--- config.mk ---
export PLATFORM = sky130hd
export DESIGN_NAME = lcd_controller_serial_writer
export DESIGN_NICKNAME = d
export VERILOG_FILES = /design/src/rtl/lcdsw_pkg.sv /design/src/rtl/lcdsw_shreg.sv /design/src/rtl/lcdsw_seq.sv /design/src/rtl/lcd_controller_serial_writer.sv
export SDC_FILE = /design/constraint.sdc
export NUM_CORES = 1
export LEC_CHECK = 0
export BUFFER_PORTS_ARGS = -buffer_cell sky130_fd_sc_hd__clkbuf_2
export CAP_MARGIN = 0
export CORE_ASPECT_RATIO = 1.4
export CORE_MARGIN = 2
export CORE_UTILIZATION = 31
export CTS_BUF_LIST = sky130_fd_sc_hd__clkbuf_2 sky130_fd_sc_hd__clkbuf_4 sky130_fd_sc_hd__clkbuf_8
export CTS_CLUSTER_SIZE = 12
export DETAILED_ROUTE_END_ITERATION = 12
export GPL_TIMING_DRIVEN = 0
export PLACE_DENSITY = 0.47
export RECOVER_POWER = 50
export SLEW_MARGIN = 0
export SYNTH_ARGS = -nofsm -noshare
export SYNTH_HDL_FRONTEND = slang
export SYNTH_SLANG_ARGS = --single-unit
--- constraint.sdc ---
create_clock -name clk_i -period 2.86 [get_ports clk_i]
set_input_delay 0.143 -clock clk_i [delete_from_list [all_inputs] [get_ports clk_i]]
set_output_delay 0.143 -clock clk_i [all_outputs]
set_load 0.01 [all_outputs]
--- src/rtl/lcdsw_pkg.sv ---
// Shared types, constants and helpers for the serial writer.
// No dependencies.
`default_nettype none

package lcdsw_pkg;

  localparam int FRAME_W = 17;
  localparam int CNT_W   = $clog2(FRAME_W + 1);

  localparam int CMD_BITS   = 12;
  localparam int START_BITS = 17;
  localparam int CONT_BITS  = 8;

  localparam logic [2:0] ID_CMD   = 3'b100;
  localparam logic [2:0] ID_WRITE = 3'b101;

  typedef enum logic [1:0] {
    OP_CMD   = 2'd0,
    OP_START = 2'd1,
    OP_CONT  = 2'd2
  } opcode_e;

  typedef enum logic {
    ST_IDLE = 1'b0,
    ST_SEND = 1'b1
  } state_e;

  // Command from the sequencer to the shift unit.
  typedef struct packed {
    logic               load;
    logic               step;
    logic [FRAME_W-1:0] word;
    logic [CNT_W-1:0]   cnt;
  } sh_cmd_t;

  // Status back from the shift unit.
  typedef struct packed {
    logic sbit;
    logic last;
  } sh_sts_t;

  typedef struct packed {
    logic frame_start;
    logic frame_end;
  } flags_t;

  function automatic logic [7:0] rev8(input logic [7:0] v);
    logic [7:0] r;
    for (int i = 0; i < 8; i++) begin
      r[i] = v[7-i];
    end
    return r;
  endfunction

endpackage

`default_nettype wire

--- src/rtl/lcdsw_shreg.sv ---
// Shift unit: holds the frame word and the count of bits left.
// Depends on lcdsw_pkg.
`default_nettype none

module lcdsw_shreg (
  input  wire logic              clk_i,
  input  wire logic              rst_ni,
  input  wire lcdsw_pkg::sh_cmd_t cmd_i,
  output lcdsw_pkg::sh_sts_t     sts_o
);
  import lcdsw_pkg::*;

  logic [FRAME_W-1:0] word_q, word_d;
  logic [CNT_W-1:0]   cnt_q, cnt_d;

  always_comb begin
    word_d = word_q;
    cnt_d  = cnt_q;
    if (cmd_i.load) begin
      word_d = cmd_i.word;
      cnt_d  = cmd_i.cnt;
    end else if (cmd_i.step) begin
      word_d = {word_q[FRAME_W-2:0], 1'b0};
      cnt_d  = cnt_q - CNT_W'(1);
    end
  end

  always_ff @(posedge clk_i or negedge rst_ni) begin
    if (!rst_ni) begin
      cnt_q <= '0;
    end else begin
      cnt_q <= cnt_d;
    end
  end

  always_ff @(posedge clk_i) begin
    word_q <= word_d;
  end

  // Next bit out is always the MSB.
  assign sts_o.sbit = word_q[FRAME_W-1];
  assign sts_o.last = (cnt_q == CNT_W'(1));

endmodule

`default_nettype wire

--- src/rtl/lcdsw_seq.sv ---
// Sequencer: decodes an item, loads the shift unit, tracks the open frame.
// Depends on lcdsw_pkg.
`default_nettype none

module lcdsw_seq (
  input  wire logic               clk_i,
  input  wire logic               rst_ni,
  input  wire logic               s_valid_i,
  output logic                    s_ready_o,
  input  wire logic [1:0]         opcode_i,
  input  wire logic [7:0]         payload_i,
  input  wire logic [5:0]         addr_i,
  input  wire logic               close_i,
  output logic                    m_valid_o,
  input  wire logic               m_ready_i,
  output lcdsw_pkg::sh_cmd_t      sh_cmd_o,
  input  wire lcdsw_pkg::sh_sts_t sh_sts_i,
  output lcdsw_pkg::flags_t       flags_o
);
  import lcdsw_pkg::*;

  state_e state_q, state_d;
  logic   open_q, open_d;
  logic   start_q, start_d;
  logic   end_q, end_d;
  logic   is_start;

  always_comb begin
    state_d   = state_q;
    open_d    = open_q;
    start_d   = start_q;
    end_d     = end_q;
    s_ready_o = 1'b0;
    m_valid_o = 1'b0;
    sh_cmd_o  = '0;
    is_start  = (opcode_e'(opcode_i) == OP_START) || !open_q;
    unique case (state_q)
      ST_IDLE: begin
        s_ready_o = 1'b1;
        if (s_valid_i) begin
          unique case (opcode_e'(opcode_i))
            OP_CMD: begin
              sh_cmd_o.load = 1'b1;
              sh_cmd_o.word = {ID_CMD, payload_i, 1'b0, 5'b0};
              sh_cmd_o.cnt  = CNT_W'(CMD_BITS);
              start_d = 1'b1;
              end_d   = 1'b1;
              open_d  = 1'b0;
              state_d = ST_SEND;
            end
            OP_START, OP_CONT: begin
              sh_cmd_o.load = 1'b1;
              if (is_start) begin
                sh_cmd_o.word = {ID_WRITE, addr_i, rev8(payload_i)};
                sh_cmd_o.cnt  = CNT_W'(START_BITS);
              end else begin
                sh_cmd_o.word = {rev8(payload_i), 9'b0};
                sh_cmd_o.cnt  = CNT_W'(CONT_BITS);
              end
              start_d = is_start;
              end_d   = close_i;
              open_d  = !close_i;
              state_d = ST_SEND;
            end
            default: begin
              // undefined opcode: dropped, no beats
            end
          endcase
        end
      end
      ST_SEND: begin
        m_valid_o = 1'b1;
        if (m_ready_i) begin
          sh_cmd_o.step = 1'b1;
          start_d = 1'b0;
          if (sh_sts_i.last) begin
            state_d = ST_IDLE;
          end
        end
      end
      default: state_d = ST_IDLE;
    endcase
  end

  always_ff @(posedge clk_i or negedge rst_ni) begin
    if (!rst_ni) begin
      state_q <= ST_IDLE;
      open_q  <= 1'b0;
      start_q <= 1'b0;
      end_q   <= 1'b0;
    end else begin
      state_q <= state_d;
      open_q  <= open_d;
      start_q <= start_d;
      end_q   <= end_d;
    end
  end

  assign flags_o.frame_start = start_q;
  assign flags_o.frame_end   = end_q & sh_sts_i.last;

endmodule

`default_nettype wire

--- src/rtl/lcd_controller_serial_writer.sv ---
// Top level of the three-wire segment-LCD serial writer.
// Depends on lcdsw_pkg, lcdsw_seq and lcdsw_shreg.
//
//   channel | dir | tdata                      | tuser                  | tlast
//   s_axis  | in  | [7:0] payload [13:8] addr  | [1:0] opcode           | close_after
//   m_axis  | out | [0] serial_bit             | [0] start [1] end      | last bit of item
//
// Bits: an accepted item is loaded into the shift register, then sent one bit
//   per accepted m_axis beat: command 12, data start (or continue with no open
//   frame) 17, continue in an open frame 8; an undefined opcode sends nothing.
// The single shift register and its bit counter set these bit counts.
// s_axis_tready_o is high only while no item is in flight.
// A stall on m_axis just holds the current bit; reset closes any frame.
`default_nettype none

module lcd_controller_serial_writer (
  input  wire logic       clk_i,
  input  wire logic       rst_ni,
  input  wire logic       s_axis_tvalid_i,
  output logic            s_axis_tready_o,
  input  wire logic [15:0] s_axis_tdata_i,  // [7:0] payload, [13:8] nibble_addr, [15:14] 0
  input  wire logic [1:0]  s_axis_tuser_i,  // [1:0] opcode
  input  wire logic        s_axis_tlast_i,  // close_after
  output logic            m_axis_tvalid_o,
  input  wire logic       m_axis_tready_i,
  output logic [7:0]      m_axis_tdata_o,   // [0] serial_bit, [7:1] 0
  output logic [1:0]      m_axis_tuser_o,   // [0] frame_start, [1] frame_end
  output logic            m_axis_tlast_o    // last bit of this item
);
  import lcdsw_pkg::*;

  sh_cmd_t sh_cmd;
  sh_sts_t sh_sts;
  flags_t  flags;

  // Decode and frame tracking
  lcdsw_seq u_seq (
    .clk_i     (clk_i),
    .rst_ni    (rst_ni),
    .s_valid_i (s_axis_tvalid_i),
    .s_ready_o (s_axis_tready_o),
    .opcode_i  (s_axis_tuser_i),
    .payload_i (s_axis_tdata_i[7:0]),
    .addr_i    (s_axis_tdata_i[13:8]),
    .close_i   (s_axis_tlast_i),
    .m_valid_o (m_axis_tvalid_o),
    .m_ready_i (m_axis_tready_i),
    .sh_cmd_o  (sh_cmd),
    .sh_sts_i  (sh_sts),
    .flags_o   (flags)
  );

  // Bit serializer, MSB of the loaded word goes out first
  lcdsw_shreg u_shreg (
    .clk_i  (clk_i),
    .rst_ni (rst_ni),
    .cmd_i  (sh_cmd),
    .sts_o  (sh_sts)
  );

  assign m_axis_tdata_o = {7'b0, sh_sts.sbit};
  assign m_axis_tuser_o = {flags.frame_end, flags.frame_start};
  assign m_axis_tlast_o = sh_sts.last;

endmodule

`default_nettype wire

==> out/summary.txt, run 1 <==
====================================================================================================
Result of the run                                                                          completed
Critical path type                                                                           reg2reg
Global Route Usage Sum                                                                         0.133
Worst slew margin                                                                              0.526
Cell accounting for the most synthesized area                                           sky130_fd_sc_hd__edfxtp_1
Fraction of the yosys area taken by sequential cells                                           0.512
Die Ht                                                                                       84.5 um
Number of instances resized during post-cts repair                                                 0
Global-route wire length before repair                                                       5.32 mm
Placed wire-length estimate                                                                  2.39 mm
Core footprint                                                                            4500 sq um
Critical Path RT                                                                             2.77 ns
Root Buffer Master                                                                      sky130_fd_sc_hd__clkbuf_8
Die Width                                                                                    61.5 um
Iter 0 DRT Violations                                                                             35
Number of register bits inferred by synthesis                                                     26
Number of global-route vias before repair                                                       1089
Rows                                                                                              29
Crit-path cells                                                                         or3b_1, buf_6, buf_6, nand2_1
Number of vias per cell after detailed routing                                                  4.79
Slowest cell on crit path                                                               sky130_fd_sc_hd__nand2_1
Endpoints failing setup                                                                            0
Endpoints failing hold                                                                             0
Wire per inst                                                                                13.7 um
First-pass detailed-route iteration total                                                          4
Arrival time reported for the critical path endpoint                                         1.95 ns
Cell area after synthesis                                                                 1440 sq um
Fraction of registers with async set or reset after synthesis                                  0.346
Post-CTS Hold Fix Bufs                                                                             1
RSZ-0062 raised after global routing                                                              no
Portion of the clock cycle consumed by the worst path in the final layout                      0.716
Buffers inserted by post-CTS timing repair                                                         0
Worst hold margin                                                                           0.151 ns
Number of buffers created by CTS                                                                   3
Antenna Diode Count                                                                                0
Static leakage                                                                           0.000731 uW
Top cell type's share of synthesized area                                                      0.355
Biggest cell delay along the critical path                                                   0.53 ns
Fill count                                                                                       494
Top-level I/O count                                                                               36
Kind of launch point of the worst setup path                                                register
Remaining DRCs                                                                                     0
Overall overflow remaining after global route                                                      0
Worst-path fanout max                                                                             17
Fraction of layout instances using a drive strength above 1                                    0.228
TritonCTS clock tree                                                                           built
Final nets                                                                                       200
Max-capacitance violation count                                                                    0
Most used standard cells in the synthesized netlist                                     sky130_fd_sc_hd__edfxtp_1 (17), sky130_fd_sc_hd__a21oi_1 (13), sky130_fd_sc_hd__nand2_1 (11)
Slew @ Worst Pin                                                                            0.710 ns
Dominant cell type by count on the critical path                                        sky130_fd_sc_hd__buf_6
Clock latency of the later-clocked register in the worst-skew pair                           0.27 ns
Post-Synthesis Mean Instance Area                                                         10.7 sq um
Power per cell area                                                                      867 nW/um^2
Antenna violations before repair                                                                   0
Worst voltage drop across the vdd grid                                                        320 uV
Residual antenna-violating net count after detailed routing                                        0
Count leader, synth                                                                     sky130_fd_sc_hd__edfxtp_1
Maximum number of pins on one net before global-route repair                                      18
Growth of design area from synthesis to finish                                                 20.2%
Effective utilization at floorplan                                                             0.319
Total Neg Setup Slack                                                                           0 ns
H-tree lvl count                                                                                   1
Setup Skew                                                                                0.00648 ns
Clock-pin slew reported for the worst setup and hold paths after clock tree synthesis        0.09 ns
Critical path endpoint category                                                             register
Number of buffers inserted by port buffering                                                      26
Number of synthesized flops with an enable pin                                                    17
Last weighted congestion value of the routability-driven placer                                0.754
Die Area                                                                                  5200 sq um
Unique masters post-synth                                                                         34
Fmax                                                                                         488 MHz
Count of synthesis-stage warnings from yosys                                                       0
Count of clock tree sinks                                                                         26
Most area-consuming cells after synthesis                                               sky130_fd_sc_hd__edfxtp_1 (36%), sky130_fd_sc_hd__dfrtp_1 (16%), sky130_fd_sc_hd__buf_4 (4.7%), sky130_fd_sc_hd__a21oi_1 (4.5%), sky130_fd_sc_hd__ha_1 (4.4%)
Post-route minimum period                                                                    2.05 ns
Commonest register cell after synthesis                                                 sky130_fd_sc_hd__edfxtp_1
Min-Delay Path Class                                                                          in2reg
Detailed Route WL                                                                            3.18 mm
Max Buffers Root-to-Sink                                                                           2
Post-Syn Instances                                                                               134
DR vias                                                                                         1117
Pins Over Slew Limit                                                                               0
====================================================================================================
[stage by stage]
| step | total power [uW] | area (sq um) | setup WS [ns] | utilization | std cells |
|---|---|---|---|---|---|
| 2_1_floorplan | 1060 | 1460 | 0.982 | - | 140 |
| 3_3_place_gp | 1220 | 1670 | 0.730 | 0.370 | 228 |
| 3_5_place_dp | 1230 | 1670 | 0.722 | 0.370 | 228 |
| 4_1_cts | 1540 | 1750 | 0.750 | 0.388 | 233 |
| 5_1_grt | 1610 | 1730 | 0.648 | 0.384 | 233 |
| 6_report | 1500 | 1730 | 0.812 | 0.384 | 233 |
[cell families (layout without fill, tap and decap cells)]
family          after synthesis  count (layout)  share of synthesized area
fa+ha+maj                     5               5                     0.0436
xor+xnor                      1               1                    0.00610
buf+inv                      23              54                     0.0967
compound gates               41              41                      0.195
flops                        26              26                      0.512
other cells                   1               7                    0.00261
simple gates                 37              37                      0.144
[metal layers]
layer  global-route usage  part of all wire
met1                0.187              0.46
met2                0.212              0.51
met3               0.0169             0.030
met4               0.0348            0.0072
met5                    0                 0
[critical path: cells and delay by family, from the launching register on]
family / cells / cell delay, ns
buf+inv: 2 / 0.30
flops: 1 / 0.45
simple gates: 2 / 0.93
[area by class of cell]
type | instances | area [sq um] | area share
Clock inverter | 1 | 30.0 | 0.0174
Timing Repair Buffer | 27 | 134 | 0.0775
Buffer | 18 | 116 | 0.0674
Sequential cell | 26 | 736 | 0.426
Multi-Input combinational cell | 91 | 573 | 0.332
Clock buffer | 3 | 41.3 | 0.0239
Inverter | 5 | 18.8 | 0.0109
Tap cell | 62 | 77.6 | 0.0449
[report_power, final]
part / total, uW / switching, uW / internal, uW
sequential: 688 / 87.7 / 600
clock: 306 / 119 / 187
combinational: 502 / 284 / 218
total: 1500 / 491 / 1010
[path summary, 6_finish.rpt]
check                                              start  depth (start not counted)                           end  slack (ns)
worst max-delay path             u_seq.state_q$_DFF_PN0_                          4   u_shreg.word_q[6]$_DFFE_PP_        0.81
worst min-delay path                      s_axis_tlast_i                          3      u_seq.open_q$_DFFE_PN0P_        0.15
worst max register to register   u_seq.state_q$_DFF_PN0_                          4   u_shreg.word_q[6]$_DFFE_PP_        0.81
worst min register to register  u_seq.open_q$_DFFE_PN0P_                          2      u_seq.open_q$_DFFE_PN0P_        0.50
max in group asynchronous                         rst_ni                          2      u_seq.open_q$_DFFE_PN0P_        2.18
min in group asynchronous                         rst_ni                          2  u_shreg.cnt_q[1]$_DFFE_PN0P_        0.33
[state kept, by name, summed over array words and instances, names as in the netlist]
register / flops
u_seq.start_q: 1
u_seq.state_q: 1
u_shreg.word_q: 17
u_seq.end_q: 1
u_shreg.cnt_q: 5
u_seq.open_q: 1
[placed cells by master (no fill, tap or decap), types with 6 or more instances in the layout]
cell                       count
sky130_fd_sc_hd__clkbuf_2     21
sky130_fd_sc_hd__edfxtp_1     17
sky130_fd_sc_hd__a21oi_1      13
sky130_fd_sc_hd__clkbuf_1     12
sky130_fd_sc_hd__nand2_1      11
sky130_fd_sc_hd__buf_4         9
sky130_fd_sc_hd__dfrtp_1       9
sky130_fd_sc_hd__nand3_1       7
sky130_fd_sc_hd__a32oi_1       7
sky130_fd_sc_hd__conb_1        7
sky130_fd_sc_hd__nor2_1        6
Note: power is estimated with default switching activity, not from simulation.
==> run 2: changes to the inputs <==
==> constraint.sdc (replaced) <==
create_clock -name clk_i -period 2 [get_ports clk_i]
set_input_delay 0.1 -clock clk_i [delete_from_list [all_inputs] [get_ports clk_i]]
set_output_delay 0.1 -clock clk_i [all_outputs]
set_load 0.01 [all_outputs]
==> run 2 against run 1 <==
- design area rose by 0.22%
- wire length barely moved
- global-route usage did not move
- total power rose by 43%
- combinational power rose by 44%
==> out/summary.txt, run 2 (same netlist as run 1, synthesis figures left out) <==
====================================================================================================
Result of the run                                                                          completed   unchanged
Critical path endpoint category                                                             register   unchanged
Fmax                                                                                         551 MHz   was 488 MHz
Pins Over Slew Limit                                                                               0   unchanged
Final nets                                                                                       200   unchanged
Largest registers                                                                       u_shreg.word_q x17, u_shreg.cnt_q x5   unchanged
Remaining DRCs                                                                                     0   unchanged
RSZ-0062 raised after global routing                                                              no   unchanged
First-pass detailed-route iteration total                                                          4   unchanged
Global-route wire length before repair                                                       5.32 mm   unchanged
Buffers inserted by post-CTS timing repair                                                         0   unchanged
Arrival time reported for the critical path endpoint                                         1.75 ns   was 1.95 ns
Overall overflow remaining after global route                                                      0   unchanged
Worst slew margin                                                                              0.600   was 0.526
Iter 0 DRT Violations                                                                             35   unchanged
Share of the core filled with cells                                                            0.385   was 0.384
Die Ht                                                                                       84.5 um   unchanged
Count of clock tree sinks                                                                         26   unchanged
Core footprint                                                                            4500 sq um   unchanged
Critical Path RT                                                                             1.93 ns   was 2.77 ns
Growth of design area from synthesis to finish                                                 20.5%   was 20.2%
Slew @ Worst Pin                                                                            0.599 ns   was 0.710 ns
Last weighted congestion value of the routability-driven placer                                0.754   unchanged
Most common cell after layout, fill and taps aside                                      sky130_fd_sc_hd__clkbuf_2   unchanged
TritonCTS clock tree                                                                           built   unchanged
DR vias                                                                                         1117   unchanged
Clock latency of the later-clocked register in the worst-skew pair                           0.27 ns   about the same
Rows                                                                                              29   unchanged
Post-route minimum period                                                                    1.82 ns   was 2.05 ns
Effective utilization at floorplan                                                             0.319   unchanged
Portion of the clock cycle consumed by the worst path in the final layout                      0.908   was 0.716
Static leakage                                                                           0.000736 uW   was 0.000731 uW
H-tree lvl count                                                                                   1   unchanged
Number of vias per cell after detailed routing                                                  4.79   unchanged
Flip-flop count of the largest register, all copies and words added                               17   unchanged
Commonest cells after routing, fill and taps aside                                      sky130_fd_sc_hd__clkbuf_2 (22), sky130_fd_sc_hd__edfxtp_1 (17), sky130_fd_sc_hd__a21oi_1 (13)   was sky130_fd_sc_hd__clkbuf_2 (21), sky130_fd_sc_hd__edfxtp_1 (17), sky130_fd_sc_hd__a21oi_1 (13)
Number of global-route vias before repair                                                       1089   unchanged
Design area                                                                               1730 sq um   about the same
Number of buffers inserted by port buffering                                                      26   unchanged
Maximum number of pins on one net before global-route repair                                      18   unchanged
Die Width                                                                                    61.5 um   unchanged
Placed standard-cell area                                                                 1670 sq um   unchanged
Antenna Diode Count                                                                                0   unchanged
Max-capacitance violation count                                                                    0   unchanged
Critical path type                                                                           reg2reg   unchanged
Fraction of layout instances using a drive strength above 1                                    0.240   was 0.228
Kind of launch point of the worst setup path                                                register   unchanged
Worst voltage drop across the vdd grid                                                        458 uV   was 320 uV
Root Buffer Master                                                                      sky130_fd_sc_hd__clkbuf_8   unchanged
Top-level I/O count                                                                               36   unchanged
Wire per inst                                                                                13.7 um   about the same
Max Buffers Root-to-Sink                                                                           2   unchanged
Placed wire-length estimate                                                                  2.39 mm   unchanged
Top reg by flops                                                                        u_shreg.word_q   unchanged
Residual antenna-violating net count after detailed routing                                        0   unchanged
Die Area                                                                                  5200 sq um   unchanged
Endpoints failing setup                                                                            0   unchanged
Number of buffers created by CTS                                                                   3   unchanged
Min-Delay Path Class                                                                          in2reg   unchanged
Clock-pin slew reported for the worst setup and hold paths after clock tree synthesis        0.09 ns   about the same
Detailed Route WL                                                                            3.18 mm   about the same
Power per cell area                                                                     1240 nW/um^2   was 867 nW/um^2
Antenna violations before repair                                                                   0   unchanged
Worst-path fanout max                                                                             17   unchanged
Global Route Usage Sum                                                                         0.133   unchanged
Setup Skew                                                                                0.00614 ns   was 0.00648 ns
Endpoints failing hold                                                                             0   unchanged
====================================================================================================
## run 2: path summary, 6_finish.rpt
path	from	to	slack (ns)	cells after the start
worst max-delay path	u_seq.state_q$_DFF_PN0_	u_shreg.word_q[6]$_DFFE_PP_	0.18	4
worst min-delay path	s_axis_tlast_i	u_seq.open_q$_DFFE_PN0P_	0.11	3
worst max register to register	u_seq.state_q$_DFF_PN0_	u_shreg.word_q[6]$_DFFE_PP_	0.18	4
worst min register to register	u_seq.open_q$_DFFE_PN0P_	u_seq.open_q$_DFFE_PN0P_	0.50	2
max in group asynchronous	rst_ni	u_seq.open_q$_DFFE_PN0P_	1.36	2
min in group asynchronous	rst_ni	u_shreg.cnt_q[1]$_DFFE_PN0P_	0.29	2
## run 2: worst max-delay path, stage by stage (launching register included)
cell and delay [ns]:
sky130_fd_sc_hd__dfrtp_1 0.45, sky130_fd_sc_hd__or3b_1 0.40, sky130_fd_sc_hd__buf_6 0.16, sky130_fd_sc_hd__buf_6 0.15, sky130_fd_sc_hd__nand2_2 0.32
## run 2: final cells by class
class                   instances  area, sq um
clock buffers                   3         41.3
well taps                      62         77.6
repair buffers                 27          134
flip-flops and latches         26          736
fillers                       492         2770
multi-input cells              91          576
inverters                       5         18.8
clock inverters                 1         30.0
plain buffers                  18          118
## run 2: through the flow
step | worst slack (ns) | hold slack, ns | setup TNS (ns) | total power, uW | instances
4_1_cts | 0.142 | 0.108 | 0 | 2200 | 233
5_1_grt | 0.0222 | 0.141 | 0 | 2310 | 233
2_1_floorplan | 0.122 | -0.196 | 0 | 1520 | 140
6_report | 0.184 | 0.108 | 0 | 2140 | 233
3_3_place_gp | -0.0866 | -0.0246 | -1.46 | 1740 | 228
3_5_place_dp | -0.0952 | -0.0273 | -1.61 | 1750 | 228
## run 2: report_power, final
part	internal [uW]	total (uW)	switching (uW)
sequential	857	982	125
clock	268	437	170
combinational	315	722	408
total	1440	2140	703
## run 2: routing by layer
layer	vias to the layer above	track usage	share of wire
li1	555	-	-
met4	0	0.0348	0.0072
met2	19	0.212	0.51
met5	-	0	0
met1	541	0.187	0.46
met3	2	0.0169	0.030
## run 2: what timing repair did
| item | 4_1_cts | 5_1_grt |
|---|---|---|
| resized for setup | 1 | 0 |
| hold buffers | 1 | 0 |
| endpoints found under the setup margin | 17 | 0 |
| endpoints found under the hold margin | 9 | 0 |
